`src/design/dsfe_pkg.sv`:
```
`timescale 1ns / 1ps
// shared types, constants and crc helper for the dle/stx frame encoder
// no dependencies

package dsfe_pkg;

    localparam logic [7:0]  DLE_BYTE = 8'h90;
    localparam logic [7:0]  STX_BYTE = 8'h02;
    localparam logic [15:0] CRC_POLY = 16'h1021;
    localparam logic [15:0] CRC_SEED = 16'h0000;
    localparam logic [7:0]  ZERO_BYTE = 8'h00;

    localparam logic CMD_START = 1'b0;
    localparam logic CMD_DATA  = 1'b1;

    localparam int LEN_W = 11;

    // one classified request handed from front to back
    typedef struct packed {
        logic        is_start;
        logic        closes;
        logic [7:0]  opcode;
        logic [7:0]  count;
        logic [15:0] word;
    } t_job;

    typedef enum logic [3:0] {
        ST_IDLE,
        ST_HDR_DLE,
        ST_HDR_STX,
        ST_HDR_OP,
        ST_HDR_CNT,
        ST_DATA_LO,
        ST_DATA_HI,
        ST_ZERO_HI,
        ST_ZERO_LO,
        ST_CRC_LO,
        ST_CRC_HI
    } t_state;

    // eight message bits into the crc, msb first
    function automatic logic [15:0] crc_feed8(input logic [15:0] crc, input logic [7:0] b);
        logic [15:0] c;
        logic        carry;
        c = crc;
        for (int i = 7; i >= 0; i--) begin
            carry = c[15];
            c = {c[14:0], b[i]};
            if (carry) begin
                c = c ^ CRC_POLY;
            end
        end
        return c;
    endfunction

endpackage

```
`src/design/dle_stuffed_frame_encoder_crc16.sv`:
```
`timescale 1ns / 1ps
// DLE/STX byte-stuffed frame encoder with CRC-16 (poly 0x1021, init 0). A start request
// (tuser 0) emits DLE STX opcode count and seeds the crc; each data request (tuser 1) emits the
// low then high byte of its word, a DLE data or crc byte being sent twice. After the last word
// the crc goes out low byte first; tuser on the output marks its last byte and tdata[18:8] then
// holds the frame length. The front accepts one request a cycle while its queue has room;
// the back sequencer takes a request in its idle state, then emits one output byte per state,
// a stuffed DLE going out twice; closing a frame runs ST_ZERO_HI and ST_ZERO_LO, which feed
// zeros into the crc, then 2 to 4 crc bytes. The output register, held on stall, sets the pace.
// depends on dsfe_pkg, dsfe_front, dsfe_fifo, dsfe_back

module dle_stuffed_frame_encoder_crc16 #(
    parameter int QUEUE_DEPTH = 4
) (
    input  logic        i_clk,
    input  logic        i_rst_n,
    input  logic        i_s_tvalid,
    output logic        o_s_tready,
    input  logic [31:0] i_s_tdata,   // opcode[7:0], word_count[15:8], data_word[31:16]
    input  logic        i_s_tuser,   // command
    output logic        o_m_tvalid,
    input  logic        i_m_tready,
    output logic [23:0] o_m_tdata,   // out_byte[7:0], frame_length[18:8], zero[23:19]
    output logic        o_m_tlast,   // run_last
    output logic        o_m_tuser    // frame_end
);
    import dsfe_pkg::*;

    t_job             w_push_job;
    t_job             w_q_job;
    logic             w_push;
    logic             w_full;
    logic             w_pop;
    logic             w_q_valid;
    logic [7:0]       w_byte;
    logic [LEN_W-1:0] w_len;

    dsfe_front u_front (
        .i_clk        (i_clk),
        .i_rst_n      (i_rst_n),
        .i_valid      (i_s_tvalid),
        .o_ready      (o_s_tready),
        .i_command    (i_s_tuser),
        .i_opcode     (i_s_tdata[7:0]),
        .i_word_count (i_s_tdata[15:8]),
        .i_data_word  (i_s_tdata[31:16]),
        .i_full       (w_full),
        .o_push       (w_push),
        .o_job        (w_push_job)
    );

    dsfe_fifo #(
        .DEPTH (QUEUE_DEPTH)
    ) u_fifo (
        .i_clk   (i_clk),
        .i_rst_n (i_rst_n),
        .i_push  (w_push),
        .i_job   (w_push_job),
        .o_full  (w_full),
        .i_pop   (w_pop),
        .o_valid (w_q_valid),
        .o_job   (w_q_job)
    );

    dsfe_back u_back (
        .i_clk          (i_clk),
        .i_rst_n        (i_rst_n),
        .i_q_valid      (w_q_valid),
        .i_q_job        (w_q_job),
        .o_q_pop        (w_pop),
        .o_valid        (o_m_tvalid),
        .i_ready        (i_m_tready),
        .o_byte         (w_byte),
        .o_run_last     (o_m_tlast),
        .o_frame_end    (o_m_tuser),
        .o_frame_length (w_len)
    );

    assign o_m_tdata = {5'd0, w_len, w_byte};

endmodule

```
`src/design/dsfe_front.sv`:
```
`timescale 1ns / 1ps
// front end: accepts requests, tracks the open frame and word count
// depends on dsfe_pkg

module dsfe_front (
    input  logic          i_clk,
    input  logic          i_rst_n,
    input  logic          i_valid,
    output logic          o_ready,
    input  logic          i_command,
    input  logic [7:0]    i_opcode,
    input  logic [7:0]    i_word_count,
    input  logic [15:0]   i_data_word,
    input  logic          i_full,
    output logic          o_push,
    output dsfe_pkg::t_job o_job
);
    import dsfe_pkg::*;

    logic       r_open;
    logic [7:0] r_words_left;
    logic       n_open;
    logic [7:0] n_words_left;
    logic       w_accept;
    logic       w_is_start;

    assign o_ready    = !i_full;
    assign w_accept   = i_valid && !i_full;
    assign w_is_start = (i_command == CMD_START);

    always_comb begin
        n_open       = r_open;
        n_words_left = r_words_left;
        o_push       = 1'b0;
        o_job        = '0;
        o_job.opcode = i_opcode;
        o_job.count  = i_word_count;
        o_job.word   = i_data_word;
        if (w_accept) begin
            if (w_is_start) begin
                o_push         = 1'b1;
                o_job.is_start = 1'b1;
                o_job.closes   = (i_word_count == 8'd0);
                n_words_left   = i_word_count;
                n_open         = (i_word_count != 8'd0);
            end else if (r_open) begin
                o_push         = 1'b1;
                o_job.is_start = 1'b0;
                o_job.closes   = (r_words_left == 8'd1);
                n_words_left   = r_words_left - 8'd1;
                n_open         = (r_words_left != 8'd1);
            end
        end
    end

    always_ff @(posedge i_clk) begin
        if (!i_rst_n) begin
            r_open       <= 1'b0;
            r_words_left <= 8'd0;
        end else begin
            r_open       <= n_open;
            r_words_left <= n_words_left;
        end
    end

endmodule

```
`src/design/dsfe_fifo.sv`:
```
`timescale 1ns / 1ps
// short request queue between front and back
// depends on dsfe_pkg

module dsfe_fifo #(
    parameter int DEPTH = 4
) (
    input  logic           i_clk,
    input  logic           i_rst_n,
    input  logic           i_push,
    input  dsfe_pkg::t_job i_job,
    output logic           o_full,
    input  logic           i_pop,
    output logic           o_valid,
    output dsfe_pkg::t_job o_job
);
    import dsfe_pkg::*;

    localparam int PTR_W = (DEPTH > 1) ? $clog2(DEPTH) : 1;
    localparam int CNT_W = $clog2(DEPTH + 1);

    t_job             r_mem [DEPTH];
    logic [PTR_W-1:0] r_wr_ptr;
    logic [PTR_W-1:0] r_rd_ptr;
    logic [CNT_W-1:0] r_count;
    logic             w_do_pop;

    assign o_full   = (r_count == CNT_W'(DEPTH));
    assign o_valid  = (r_count != '0);
    assign o_job    = r_mem[r_rd_ptr];
    assign w_do_pop = i_pop && o_valid;

    always_ff @(posedge i_clk) begin
        if (i_push) begin
            r_mem[r_wr_ptr] <= i_job;
        end
    end

    always_ff @(posedge i_clk) begin
        if (!i_rst_n) begin
            r_wr_ptr <= '0;
            r_rd_ptr <= '0;
            r_count  <= '0;
        end else begin
            if (i_push) begin
                r_wr_ptr <= (r_wr_ptr == PTR_W'(DEPTH - 1)) ? '0 : r_wr_ptr + 1'b1;
            end
            if (w_do_pop) begin
                r_rd_ptr <= (r_rd_ptr == PTR_W'(DEPTH - 1)) ? '0 : r_rd_ptr + 1'b1;
            end
            if (i_push && !w_do_pop) begin
                r_count <= r_count + 1'b1;
            end else if (!i_push && w_do_pop) begin
                r_count <= r_count - 1'b1;
            end
        end
    end

endmodule

```
`src/design/dsfe_back.sv`:
```
`timescale 1ns / 1ps
// back end: byte sequencer with dle stuffing, crc-16 and output register
// depends on dsfe_pkg

module dsfe_back (
    input  logic                       i_clk,
    input  logic                       i_rst_n,
    input  logic                       i_q_valid,
    input  dsfe_pkg::t_job             i_q_job,
    output logic                       o_q_pop,
    output logic                       o_valid,
    input  logic                       i_ready,
    output logic [7:0]                 o_byte,
    output logic                       o_run_last,
    output logic                       o_frame_end,
    output logic [dsfe_pkg::LEN_W-1:0] o_frame_length
);
    import dsfe_pkg::*;

    t_state           r_state;
    t_state           n_state;
    t_job             r_job;
    logic [15:0]      r_crc;
    logic             r_dup;
    logic [LEN_W-1:0] r_total;

    logic             r_m_valid;
    logic [7:0]       r_m_byte;
    logic             r_m_last;
    logic             r_m_end;
    logic [LEN_W-1:0] r_m_len;

    logic             w_fire;
    logic             w_emit;
    logic             w_stuffable;
    logic [7:0]       w_byte;
    logic             w_dup_now;
    logic             w_step;
    logic             w_run_last;
    logic             w_frame_end;
    logic [LEN_W-1:0] w_total_next;

    assign w_fire = !r_m_valid || i_ready;

    // outputs of the sequencer
    always_comb begin
        w_emit      = 1'b0;
        w_stuffable = 1'b0;
        w_byte      = ZERO_BYTE;
        o_q_pop     = 1'b0;
        unique case (r_state)
            ST_IDLE: begin
                o_q_pop = i_q_valid;
            end
            ST_HDR_DLE: begin
                w_emit = 1'b1;
                w_byte = DLE_BYTE;
            end
            ST_HDR_STX: begin
                w_emit = 1'b1;
                w_byte = STX_BYTE;
            end
            ST_HDR_OP: begin
                w_emit = 1'b1;
                w_byte = r_job.opcode;
            end
            ST_HDR_CNT: begin
                w_emit = 1'b1;
                w_byte = r_job.count;
            end
            ST_DATA_LO: begin
                w_emit      = 1'b1;
                w_stuffable = 1'b1;
                w_byte      = r_job.word[7:0];
            end
            ST_DATA_HI: begin
                w_emit      = 1'b1;
                w_stuffable = 1'b1;
                w_byte      = r_job.word[15:8];
            end
            ST_CRC_LO: begin
                w_emit      = 1'b1;
                w_stuffable = 1'b1;
                w_byte      = r_crc[7:0];
            end
            ST_CRC_HI: begin
                w_emit      = 1'b1;
                w_stuffable = 1'b1;
                w_byte      = r_crc[15:8];
            end
            default: begin
                w_emit = 1'b0;
            end
        endcase
        w_dup_now   = w_stuffable && (w_byte == DLE_BYTE) && !r_dup;
        w_step      = w_emit && w_fire && !w_dup_now;
        w_frame_end = w_step && (r_state == ST_CRC_HI);
        w_run_last  = w_frame_end
                   || (w_step && (r_state == ST_DATA_HI) && !r_job.closes)
                   || (w_step && (r_state == ST_HDR_CNT) && !r_job.closes);
        w_total_next = (r_state == ST_HDR_DLE) ? LEN_W'(1) : r_total + 1'b1;
    end

    // next state
    always_comb begin
        n_state = r_state;
        unique case (r_state)
            ST_IDLE: begin
                if (i_q_valid) begin
                    n_state = i_q_job.is_start ? ST_HDR_DLE : ST_DATA_LO;
                end
            end
            ST_HDR_DLE: if (w_step) n_state = ST_HDR_STX;
            ST_HDR_STX: if (w_step) n_state = ST_HDR_OP;
            ST_HDR_OP:  if (w_step) n_state = ST_HDR_CNT;
            ST_HDR_CNT: begin
                if (w_step) n_state = r_job.closes ? ST_ZERO_HI : ST_IDLE;
            end
            ST_DATA_LO: if (w_step) n_state = ST_DATA_HI;
            ST_DATA_HI: begin
                if (w_step) n_state = r_job.closes ? ST_ZERO_HI : ST_IDLE;
            end
            ST_ZERO_HI: n_state = ST_ZERO_LO;
            ST_ZERO_LO: n_state = ST_CRC_LO;
            ST_CRC_LO:  if (w_step) n_state = ST_CRC_HI;
            ST_CRC_HI:  if (w_step) n_state = ST_IDLE;
            default:    n_state = ST_IDLE;
        endcase
    end

    always_ff @(posedge i_clk) begin
        if (!i_rst_n) begin
            r_state   <= ST_IDLE;
            r_dup     <= 1'b0;
            r_m_valid <= 1'b0;
            r_crc     <= CRC_SEED;
            r_total   <= '0;
        end else begin
            r_state <= n_state;
            if (w_emit && w_fire) begin
                r_dup     <= w_dup_now;
                r_m_valid <= 1'b1;
                r_total   <= w_total_next;
            end else if (i_ready) begin
                r_m_valid <= 1'b0;
            end
            if (r_state == ST_ZERO_HI || r_state == ST_ZERO_LO) begin
                r_crc <= crc_feed8(r_crc, ZERO_BYTE);
            end else if (w_fire && !r_dup) begin
                // crc advances once per message byte, not on the stuffed copy
                case (r_state)
                    ST_HDR_OP:  r_crc <= crc_feed8(CRC_SEED, r_job.count);
                    ST_HDR_CNT: r_crc <= crc_feed8(r_crc, r_job.opcode);
                    ST_DATA_LO: r_crc <= crc_feed8(r_crc, r_job.word[15:8]);
                    ST_DATA_HI: r_crc <= crc_feed8(r_crc, r_job.word[7:0]);
                    default:    r_crc <= r_crc;
                endcase
            end
        end
    end

    always_ff @(posedge i_clk) begin
        if (o_q_pop) begin
            r_job <= i_q_job;
        end
        if (w_emit && w_fire) begin
            r_m_byte <= w_byte;
            r_m_last <= w_run_last;
            r_m_end  <= w_frame_end;
            r_m_len  <= w_frame_end ? w_total_next : '0;
        end
    end

    assign o_valid        = r_m_valid;
    assign o_byte         = r_m_byte;
    assign o_run_last     = r_m_last;
    assign o_frame_end    = r_m_end;
    assign o_frame_length = r_m_len;

    a_end_is_last: assert property (@(posedge i_clk) disable iff (!i_rst_n)
        (r_m_valid && r_m_end) |-> r_m_last)
        else $error("frame end without run last");

    a_dup_state: assert property (@(posedge i_clk) disable iff (!i_rst_n)
        r_dup |-> (r_state == ST_DATA_LO || r_state == ST_DATA_HI
                || r_state == ST_CRC_LO || r_state == ST_CRC_HI))
        else $error("stuffing pending outside a stuffable state");

    a_dup_follows_dle: assert property (@(posedge i_clk) disable iff (!i_rst_n)
        r_dup |-> (r_m_valid && r_m_byte == DLE_BYTE))
        else $error("stuffing pending without a dle in the output register");

    a_len_only_at_end: assert property (@(posedge i_clk) disable iff (!i_rst_n)
        (r_m_valid && !r_m_end) |-> (r_m_len == '0))
        else $error("frame length on a byte that is not the frame end");

endmodule
```
`config.mk`:
```
export PLATFORM = sky130hd
export DESIGN_NAME = dle_stuffed_frame_encoder_crc16
export DESIGN_NICKNAME = d
export VERILOG_FILES = /design/src/design/dsfe_pkg.sv /design/src/design/dle_stuffed_frame_encoder_crc16.sv /design/src/design/dsfe_front.sv /design/src/design/dsfe_fifo.sv /design/src/design/dsfe_back.sv
export SDC_FILE = /design/constraint.sdc
export NUM_CORES = 1
export LEC_CHECK = 0
export BUFFER_PORTS_ARGS = -buffer_cell sky130_fd_sc_hd__clkbuf_2
export CORE_MARGIN = 1
export CORE_UTILIZATION = 45
export CTS_BUF_LIST = sky130_fd_sc_hd__clkbuf_2
export DETAILED_ROUTE_END_ITERATION = 10
export SLEW_MARGIN = 0
export SYNTH_ARGS = -nofsm -noshare
export SYNTH_HDL_FRONTEND = slang
export SYNTH_SLANG_ARGS = --single-unit
```
`constraint.sdc`:
```
create_clock -name i_clk -period 3.3 [get_ports i_clk]
set_input_delay 0.33 -clock i_clk [delete_from_list [all_inputs] [get_ports i_clk]]
set_output_delay 0.33 -clock i_clk [all_outputs]
set_load 0.005 [all_outputs]
```
Word-level counts from Yosys, hierarchy flattened
Memories as Yosys holds them, arrays and structs flattened. A register that Yosys moved wholly into a read port is not among the register bits.
Cells that the tools add are included.
- $add $sub $neg: 6
- muxes and demuxes: 169
- bitwise operators: 32
- equal/unequal tests: 25
- reduce and logical (&&, ||, !) cells: 39
- operators with widths (operator ; count):
    2-to-1 mux 16 bit ; 100
    2-to-1 mux 13 bit ; 32
    inverter 3 bit ; 32
    case mux 16 bit (4 select lines) ; 1
    case mux 8 bit (8 select lines) ; 1
    case mux 4 bit (10 select lines) ; 1
    2-to-1 mux 4 bit ; 8
    != test 2 x 1 -> 1 bit, second input constant ; 9
    equality test 4 x 3 -> 1 bit, second input constant ; 4
    2-to-1 mux 8 bit ; 2
    logical AND 1 bit ; 14
    2-to-1 mux 1 bit ; 13
    equality test 4 bit, second input constant ; 3
    2-to-1 mux 2 bit ; 6
    2-to-1 mux 3 bit ; 4
    adder 11 x 1 -> 11 bit, second input constant ; 1
    2-to-1 mux 11 bit ; 1
    equality test 4 x 2 -> 1 bit, second input constant ; 2
    equality test 8 x 1 -> 1 bit, second input constant ; 1
    equality test 8 bit, second input constant ; 1
    zero test 8 bit ; 1
    != test 8 x 1 -> 1 bit, second input constant ; 1
    AND reduction 8 bit ; 1
    nonzero test 8 bit ; 1
    17 further kinds ; 31
- bits of input ports: 37
- memory bits (writable): 136
- word-level logic and storage cells: 290
- output and inout port bits: 28
- memories kept: 1
- register bits after elaboration: 103
- memories (memory ; words ; width ; read ports ; clocked after memory_dff ; wr ports ; line ; RTL):
    u_fifo.r_mem ; 4 ; 34 ; 1 ; 1 ; 1 ; dsfe_fifo.sv:22 ; t_job r_mem [DEPTH];

Depth between registers and ports, before layout
Gate-level depths: netlist of run 1.
- depth in word-level cells: 47
- gate-level depth with buffers: 12
- mapped depth without buffers: 11

Cells and area by module
From an unflattened synthesis of run 1, not the netlist that was laid out.
- cell total of the unflattened synthesis: 801
- area, all modules: 10869.2 µm²
- by module, submodules not included (module ; sequential area each (µm²) ; cells an instance ; instances ; area each (µm²)):
    dsfe_fifo ; 4264.1 ; 224 ; 1 ; 5413.9
    dsfe_back ; 2282.2 ; 461 ; 1 ; 4554.4
    dsfe_front ; 180.2 ; 110 ; 1 ; 859.6
    dle_stuffed_frame_encoder_crc16 ; 0.0 ; 6 ; 1 ; 41.3

Least setup slack after synthesis of run 1
OpenSTA, ideal clock, no wires.
- kind: input-to-reg
- start: input port i_s_tuser
- end: register u_fifo.r_count[2]
- path buffers: 2
- required time: 3.230 ns
- setup time: 0.070 ns
- setup slack: 0.589 ns
- stages on the path: 12
- arrival: 2.640 ns
- cells stage by stage: clkbuf_1 > inv_1 > nor2_1 > or2_2 > inv_1 > clkbuf_1 > ha_1 > inv_1 > fa_1 > xor2_1 > or3_1 > a21oi_1
- longest elaborated chain between the ends: 5
- elaborated cells on any way between the ends: 7
- those cells by class: mux (3); reduce/logical (4)
- ends and longest elaborated chain (item ; line ; RTL):
    from (decl) ; dle_stuffed_frame_encoder_crc16.sv:20 ; input logic i_s_tuser,
    2-to-1 mux 1 bit * ; dsfe_front.sv:40 ; if (w_is_start) begin
    2-to-1 mux 1 bit * ; dsfe_front.sv:39 ; if (w_accept) begin
    via u_fifo.i_push ; dsfe_fifo.sv:10 ; input logic i_push,
    zero test 1 bit ; dsfe_fifo.sv:53 ; end else if (!i_push && w_do_pop) begin
    logical AND 1 bit ; dsfe_fifo.sv:53 ;
    nonzero test 2 bit (no line) ; -- ;
    to (signal assigned) ; dsfe_fifo.sv:52 ; r_count <= r_count + 1'b1;
    to (signal assigned) ; dsfe_fifo.sv:54 ; r_count <= r_count - 1'b1;
    to (decl) ; dsfe_fifo.sv:25 ; logic [CNT_W-1:0] r_count;
Mark *: on every way through the listed nets, which the timed path passes. The rest lies on a longest branch.
A chain may end at the register's enable or synchronous reset.

Worst setup path after layout of run 1
- start: register u_back.r_state[0]
- end: register u_back.r_m_len[8] (netlist: u_back.o_frame_length[8]) (data pin)
- longest elaborated chain between the ends: 8
- elaborated cells on any way between the ends: 21
- those cells by class: eq/ne (9); mux (4); reduce/logical (8)
- ends and longest elaborated chain (item ; line ; RTL):
    from (decl) ; dsfe_back.sv:20 ; t_state r_state;
    from (signal assigned) ; dsfe_back.sv:139 ; r_state <= n_state;
    equality test 4 bit, or another cell as far along ; dsfe_back.sv:51 ; unique case (r_state)
    case mux 8 bit (8 select lines) * ; dsfe_back.sv:51 ;
    via u_back.w_byte[2] ; dsfe_back.sv:36 ; logic [7:0] w_byte;
    equality test 8 bit * ; dsfe_back.sv:95 ; w_dup_now = w_stuffable && (w_byte == DLE_BYTE) && !r_dup;
    logical AND 1 bit * (2 in series) ; dsfe_back.sv:95 ;
    zero test 1 bit * ; dsfe_back.sv:96 ; w_step = w_emit && w_fire && !w_dup_now;
    logical AND 1 bit * ; dsfe_back.sv:96 ;
    logical AND 1 bit * ; dsfe_back.sv:97 ; w_frame_end = w_step && (r_state == ST_CRC_HI);
    to (signal assigned) ; dsfe_back.sv:170 ; r_m_len <= w_frame_end ? w_total_next : '0;
    to (decl) ; dsfe_back.sv:31 ; logic [LEN_W-1:0] r_m_len;
Marks and branches as above.

==> summary.txt, run 1 <==
Run status
  – Outcome: complete, no violations

Layout
  – Number of nets in the layout: 947
  – Commonest non-fill, non-tap cells in the layout: 190 x edfxtp_1, 144 x clkbuf_2, 67 x nor2_1
  – Final non-filler cell total: 1258
  – Register area: 6730 um^2
  – Area of all placed cells without fillers: 12100 um^2
  – Layout cells sized above 1: 0.246
  – Area occupied by multi-input gates: 3540 um^2
  – Fillers: 1976
  – Layout-stage area growth over the synthesis result: 14.9%
  – Most common library cell in the layout ignoring fill and taps: edfxtp_1

Synth
  – Fraction of registers with async set or reset after synthesis: 0
  – Share of the synthesized area in compound gates (AO/OA/AOI/OAI): 0.0958
  – Summed instance area of the synthesized netlist: 10600 um^2
  – Number of flops mapped to enable cells by yosys: 190
  – Synth Area in Simple Gates: 0.106
  – Post-Syn Instances: 762
  – Multiplexer share of the synthesized area: 0.0808
  – Post-Synth Adder-Cell Area: 0.0126
  – Area share of xor/xnor cells in the synthesized design: 0.0382
  – Cell variety after synth: 67
  – Top flip-flop cell by instance count after synthesis: edfxtp_1
  – Synthesis-stage register bit count: 241
  – Dominant combinational cell family by area after synthesis: simple AND/OR/NAND/NOR gates
  – Part of the Yosys area used for sequential elements: 0.637
  – Average cell area after synthesis: 13.9 um^2
  – Yosys warnings: 0

Floorplan
  – Horizontal extent of the die: 155 um
  – Die height: 155 um
  – Placeable Area: 22800 um^2
  – Row Count: 55
  – Die area: 24100 um^2
  – Effective utilization at floorplan: 0.462
  – Ports placed on the boundary: 65

Placement
  – Total placed instance area: 11200 um^2
  – Worst slack at placement: 0.300 ns
  – Gpl congestion: 0.920
  – Half-perimeter wire length after placement: 15900 um
  – Total of buffers placed on input and output ports: 59
  – Number of instances in the placed design: 1114

Critical path
  – Critical path data arrival time: 3.76 ns
  – RR Startpoint: u_back.r_state[0]$_SDFFE_PN0P_
  – Worst-case register-to-register setup slack: 0.23 ns
  – Critical R2R Capture: u_back.o_frame_length[8]$_SDFFCE_PN0P_
  – Nature of the critical path startpoint: flop
  – R2R cell count: 7
  – Category of the most critical setup path: flop to flop
  – Worst-path fanout max: 18
  – Data required time at the worst endpoint: 3.99 ns
  – Critical path capture point type: flop

Timing
  – Worst Hold Margin: 0.224 ns
  – Worst clock skew: 0.0472 ns
  – Worst Max-Slew Pin Slew: 0.880 ns
  – Final period demand of the worst path: 3.07 ns
  – Upper clock frequency limit: 0.326 GHz
  – Final setup violation count: 0
  – Final critical-path setup slack: 0.235 ns
  – Final slew viol count: 0
  – Max transition margin: 0.411
  – Total negative slack: 0 ns
  – Final period util: 0.929
  – Final Hold Fails: 0
  – Setup repair after global routing missed its margin: false

Routing
  – Routed len/inst: 19.3 um
  – Antenna-violating nets left: 0
  – Total DRC errors in the routed layout: 0
  – Total detailed-routing wirelength: 24300 um
  – First-pass DRT Iterations: 5
  – Iteration-0 DRC count of the detailed router: 411
  – Average vias per placed instance: 5.50
  – Routed vias: 6919

Global route
  – Global-route wire length before repair: 38700 um
  – Largest net degree at the start of global routing: 40
  – Total grt overflow: 0
  – Number of antenna violations at the first check in global routing: 1
  – Vias in the first global route: 7170
  – Global routing usage summed across all routing layers: 0.212

Clocking
  – Clock tree root buffer cell: clkbuf_2
  – Post-CTS setup buffers: 0
  – Number of H-tree levels: 2
  – Total number of clock tree sinks: 241
  – Number of gates resized after CTS: 0
  – CTS clk-pin slew, worst paths: 0.11 ns
  – Clock insertion delay at the later pin of the skew report: 0.86 ns
  – Maximum clock path buffer count: 3
  – TritonCTS clock tree: built
  – TritonCTS Buffers: 61

Power and ir drop
  – Power Density: 747 nW/um^2
  – Leakage power: 4.29 nW
  – Worst voltage drop across the vdd grid: 301 uV

Hold path
  – Hold Path Cell Cnt: 2
  – HP Class: primary input to flop
  – Hold path startpoint: i_s_tdata[3]
  – Worst Hold End: u_fifo.r_mem[1][27]$_DFFE_PP_

Job
  – Max-capacitance violation count: 0
==> logic make-up (layout without fill, tap and decap cells) <==
logic type,after synthesis,in the layout
compound gates,144,144
xor+xnor,46,46
fa+ha+maj,10,10
buf+inv,66,243
flops,241,241
mux,42,42
other cells,1,7
simple gates,212,212
==> metrics by stage <==
stage / utilization / power (W)
2_1_floorplan: - / 0.00618
6_report: 0.531 / 0.00906
3_5_place_dp: 0.491 / 0.00714
3_3_place_gp: 0.491 / 0.00707
4_1_cts: 0.531 / 0.00915
5_1_grt: 0.531 / 0.00961
==> per-layer routing <==
metal	routed length [um]	vias to the layer above	share of wire	track usage
met5	0	-	0	0
met4	580	0	0.024	0.0802
met3	1260	55	0.052	0.0387
met2	11800	240	0.48	0.353
met1	10700	3391	0.44	0.276
li1	-	3233	-	-
==> how the worst max path moves through the flow <==
stage,start,to,cells after the start
after floorplan,i_s_tuser,u_fifo.r_count[2]$_SDFFE_PN0P_,12
after global placement,u_back.r_state[0]$_SDFFE_PN0P_,u_back.r_crc[12]$_SDFFE_PN0P_,8
after detailed placement,u_back.r_state[0]$_SDFFE_PN0P_,u_back.o_frame_length[8]$_SDFFCE_PN0P_,7
after CTS,u_back.r_state[0]$_SDFFE_PN0P_,u_back.o_frame_length[8]$_SDFFCE_PN0P_,7
after global routing,u_back.r_state[0]$_SDFFE_PN0P_,u_back.o_frame_length[7]$_SDFFCE_PN0P_,7
final,u_back.r_state[0]$_SDFFE_PN0P_,u_back.o_frame_length[8]$_SDFFCE_PN0P_,7
==> state kept, by name, indices dropped and copies added, names as in the netlist, named ones only <==
register,cells
u_back.r_state,4
u_back.o_run_last,1
u_fifo.r_wr_ptr,2
u_back.o_frame_end,1
u_back.r_total,11
u_back.r_job,33
u_back.r_crc,16
u_fifo.r_rd_ptr,2
u_back.o_valid,1
u_back.o_frame_length,11
u_back.o_byte,8
u_back.r_dup,1
u_fifo.r_count,3
u_front.r_words_left,8
u_fifo.r_mem,136
u_front.r_open,1
==> critical path: stages, from the launching register on <==
cell	delay, ns
dfxtp_1	0.79
nor2b_1	0.63
a22oi_1	0.18
o2111ai_1	0.32
nor3_2	0.13
a41oi_4	0.38
nand2_2	0.24
nor3_1	0.24
==> power breakdown <==
part	total (W)	internal, W	switching (W)
combinational	0.00271	0.00115	0.00155
clock	0.00195	0.000781	0.00117
sequential	0.00440	0.00397	0.000431
==> synth_stat cells (3+ instances only) <==
cell type	instances	area (um^2)
edfxtp_1	190	5710
nor2_1	67	251
dfxtp_1	51	1020
a21oi_1	39	195
mux4_2	34	766
nand2_1	31	116
clkbuf_1	29	109
xor2_1	28	245
o21ai_0	24	120
xnor2_1	18	158
nor3_1	17	85.1
nand2b_1	13	81.3
nand3_1	13	65.1
nand3b_1	13	97.6
inv_1	12	45.0
and2_1	10	62.6
buf_2	10	50.1
nor2b_1	10	62.6
a211oi_1	9	67.6
ha_1	9	113
a221oi_1	7	61.3
a22oi_1	7	52.6
and3_1	7	43.8
o211ai_1	7	52.6
buf_4	6	45.0
o22ai_1	6	37.5
a21o_1	5	37.5
a32oi_1	5	43.8
mux2i_1	5	50.1
a221o_1	4	40.0
a22o_1	4	35.0
buf_1	4	15.0
nand4_1	4	25.0
nor4_1	4	25.0
o221ai_1	4	35.0
a2111oi_0	3	26.3
a222oi_1	3	30.0
buf_6	3	33.8
o2111ai_1	3	26.3
o22a_1	3	26.3
o31ai_1	3	22.5
or2_2	3	18.8
or3_1	3	18.8
==> layout make-up <==
class,instances,area share
repair buffers,124,0.0720
inverters,13,0.00402
well taps,313,0.0323
flip-flops and latches,241,0.555
clock buffers,85,0.0351
multi-input cells,459,0.292
clock inverters,21,0.00980
diodes,2,0.000413
==> repair_timing <==
item                                    in CTS  in global routing
hold buffers                                36                  0
endpoints found under the setup margin       0                  0
endpoints found under the hold margin      154                  0
(Power assumes the default switching activity.)
==> run 2: changes to the inputs <==
--- a/config.mk
+++ b/config.mk
@@ -5,11 +5,11 @@
 export SDC_FILE = /design/constraint.sdc
 export NUM_CORES = 1
 export LEC_CHECK = 0
-export BUFFER_PORTS_ARGS = -buffer_cell sky130_fd_sc_hd__clkbuf_2
 export CORE_MARGIN = 1
 export CORE_UTILIZATION = 45
 export CTS_BUF_LIST = sky130_fd_sc_hd__clkbuf_2
 export DETAILED_ROUTE_END_ITERATION = 10
+export DONT_BUFFER_PORTS = 1
 export SLEW_MARGIN = 0
 export SYNTH_ARGS = -nofsm -noshare
 export SYNTH_HDL_FRONTEND = slang
==> run 2 against run 1 <==
- highest routed layer unchanged
- worst hold slack worse by 0.047 ns
- critical path type unchanged
- setup slack gained 0.088 ns
- register-to-register slack improved by 0.09 ns
- critical endpoint is now u_back.o_frame_length[7]$_SDFFCE_PN0P_
==> summary.txt, run 2 (same netlist as run 1, synthesis figures left out) <==
Run status
  – Outcome: complete, no violations

Routing
  – First-pass DRT Iterations: 5
  – Average vias per placed instance: 5.61
  – Routed vias: 6738
  – Iteration-0 DRC count of the detailed router: 413
  – Total detailed-routing wirelength: 23600 um
  – Routed len/inst: 19.7 um
  – Antenna-violating nets left: 0
  – Total DRC errors in the routed layout: 0

Layout
  – Layout cells sized above 1: 0.191
  – Final non-filler cell total: 1201
  – Area of all placed cells without fillers: 11900 um^2
  – Fillers: 1993
  – Layout-stage area growth over the synthesis result: 12.7%
  – Commonest non-fill, non-tap cells in the layout: 190 x edfxtp_1, 80 x clkbuf_2, 67 x nor2_1
  – Most common library cell in the layout ignoring fill and taps: edfxtp_1
  – Leading registers by flop count: u_fifo.r_mem (136), u_back.r_job (33), u_back.r_crc (16)
  – Max FFs per register: 136
  – Number of nets in the layout: 884
  – Register ranked first by flip-flop count: u_fifo.r_mem
  – Utilization after layout: 0.521

Floorplan
  – Row Count: 55
  – Die height: 155 um
  – Die area: 24100 um^2
  – Effective utilization at floorplan: 0.462
  – Horizontal extent of the die: 155 um
  – Placeable Area: 22800 um^2
  – Ports placed on the boundary: 65

Timing
  – Max transition margin: 0.463
  – Final slew viol count: 0
  – Worst Max-Slew Pin Slew: 0.802 ns
  – Final period util: 0.902
  – Upper clock frequency limit: 0.336 GHz
  – Final period demand of the worst path: 2.98 ns
  – Final Hold Fails: 0
  – Worst clock skew: 0.0668 ns
  – Final setup violation count: 0
  – Setup repair after global routing missed its margin: false
  – Total negative slack: 0 ns

Clocking
  – Total number of clock tree sinks: 241
  – Clock tree root buffer cell: clkbuf_2
  – TritonCTS clock tree: built
  – TritonCTS Buffers: 60
  – Maximum clock path buffer count: 3
  – Clock insertion delay at the later pin of the skew report: 0.85 ns
  – CTS clk-pin slew, worst paths: 0.10 ns
  – Number of H-tree levels: 2

Job
  – Max-capacitance violation count: 0

Global route
  – Global routing usage on met1: 0.274
  – Routing usage on met3: 0.0435
  – Layer with the highest usage: met2
  – Global-route track usage on met2: 0.323
  – Number of antenna violations at the first check in global routing: 1
  – Global routing usage summed across all routing layers: 0.202
  – Vias in the first global route: 6814
  – Total grt overflow: 0
  – Global-route wire length before repair: 37300 um
  – Largest net degree at the start of global routing: 35

Critical path
  – RR Startpoint: u_back.r_state[0]$_SDFFE_PN0P_
  – Critical path capture point type: flop
  – Worst-path fanout max: 17
  – Largest stage delay on the critical path: 0.73 ns
  – Critical R2R Capture: u_back.o_frame_length[7]$_SDFFCE_PN0P_
  – Critical path data arrival time: 3.65 ns
  – R2R cell count: 7
  – Cell with the largest stage delay on the worst path: dfxtp_1
  – Cell chain of the critical path: nor2b_1, a22oi_1, o2111ai_1, nor3_2, a41oi_4, nand2_2, nor3_1
  – Nature of the critical path startpoint: flop
  – Category of the most critical setup path: flop to flop
  – Data required time at the worst endpoint: 3.98 ns
  – Worst-case register-to-register setup slack: 0.32 ns

Hold path
  – Worst Hold End: u_fifo.r_mem[2][1]$_DFFE_PP_
  – Hold Path Cell Cnt: 1
  – HP Class: primary input to flop
  – Hold path startpoint: i_s_tdata[17]

Placement
  – Half-perimeter wire length after placement: 15600 um
  – Total placed instance area: 10900 um^2
  – Gpl congestion: 0.963
  – Total of buffers placed on input and output ports: 0
  – Number of instances in the placed design: 1050

Power and ir drop
  – Worst voltage drop across the vdd grid: 359 uV
  – Leakage power: 4.06 nW
  – Power Density: 763 nW/um^2
==> run 2: cell count changes in the layout (fill, tap and decap cells not counted), sizes merged <==
cell / change
diode: -1
dlygate4sd3: +2
bufinv: +2
buf: -5
clkbuf: -64
clkinv: +9
==> run 2: metal layers <==
metal	vias to the layer above	wire length, um
met5	-	0
met4	0	501
met3	48	1540
met2	264	11000
met1	3314	10600
li1	3112	-
==> run 2: how the worst max path moves through the flow <==
stage	depth (start not counted)	slack (ns)	from	end
after global placement	7	0.33	u_back.r_state[1]$_SDFFE_PN0P_	u_back.o_frame_length[8]$_SDFFCE_PN0P_
after floorplan	12	0.59	i_s_tuser	u_fifo.r_count[2]$_SDFFE_PN0P_
after detailed placement	7	0.29	u_back.r_state[1]$_SDFFE_PN0P_	u_back.o_frame_length[7]$_SDFFCE_PN0P_
final	7	0.32	u_back.r_state[0]$_SDFFE_PN0P_	u_back.o_frame_length[7]$_SDFFCE_PN0P_
after CTS	7	0.24	u_back.r_state[1]$_SDFFE_PN0P_	u_back.o_frame_length[7]$_SDFFCE_PN0P_
after global routing	7	0.13	u_back.r_state[0]$_SDFFE_PN0P_	u_back.o_frame_length[8]$_SDFFCE_PN0P_
==> run 2: critical path: cells and delay by family, from the launching register on <==
kind / cells / cell delay (ns)
AOI/OAI and AO/OA: 3 / 0.86
and+or+nand+nor: 4 / 1.22
DFF: 1 / 0.73
==> run 2: cell type report <==
class	instances	area, um^2	share of cell area
diodes	1	2.50	0.000210
clock inverters	32	211	0.0178
flip-flops and latches	241	6730	0.566
repair buffers	62	573	0.0482
clock buffers	80	400	0.0337
inverters	13	48.8	0.00410
multi-input cells	459	3540	0.298
well taps	313	392	0.0329
==> run 2: through the flow <==
| stage | hold slack (ns) | setup slack, ns | power [W] |
|---|---|---|---|
| final | 0.177 | 0.323 | 0.00908 |
| after detailed placement | 0.429 | 0.286 | 0.00697 |
| after CTS | 0.0843 | 0.245 | 0.00915 |
| after floorplan | 0.429 | 0.589 | 0.00618 |
| after global placement | 0.429 | 0.330 | 0.00693 |
| after global routing | 0.0993 | 0.132 | 0.00959 |
==> run 2: power breakdown <==
group          switching [W]  internal, W
Clock                0.00119     0.000916
Sequential          0.000518      0.00398
Combinational        0.00142      0.00106
==> run 2: what timing repair did <==
action                                  4_1_cts  5_1_grt
endpoints found under the setup margin        0        1
setup buffers                                 0        0
hold buffers                                 38        0
resized for setup                             0        1
hold endpoints to repair                    168        0
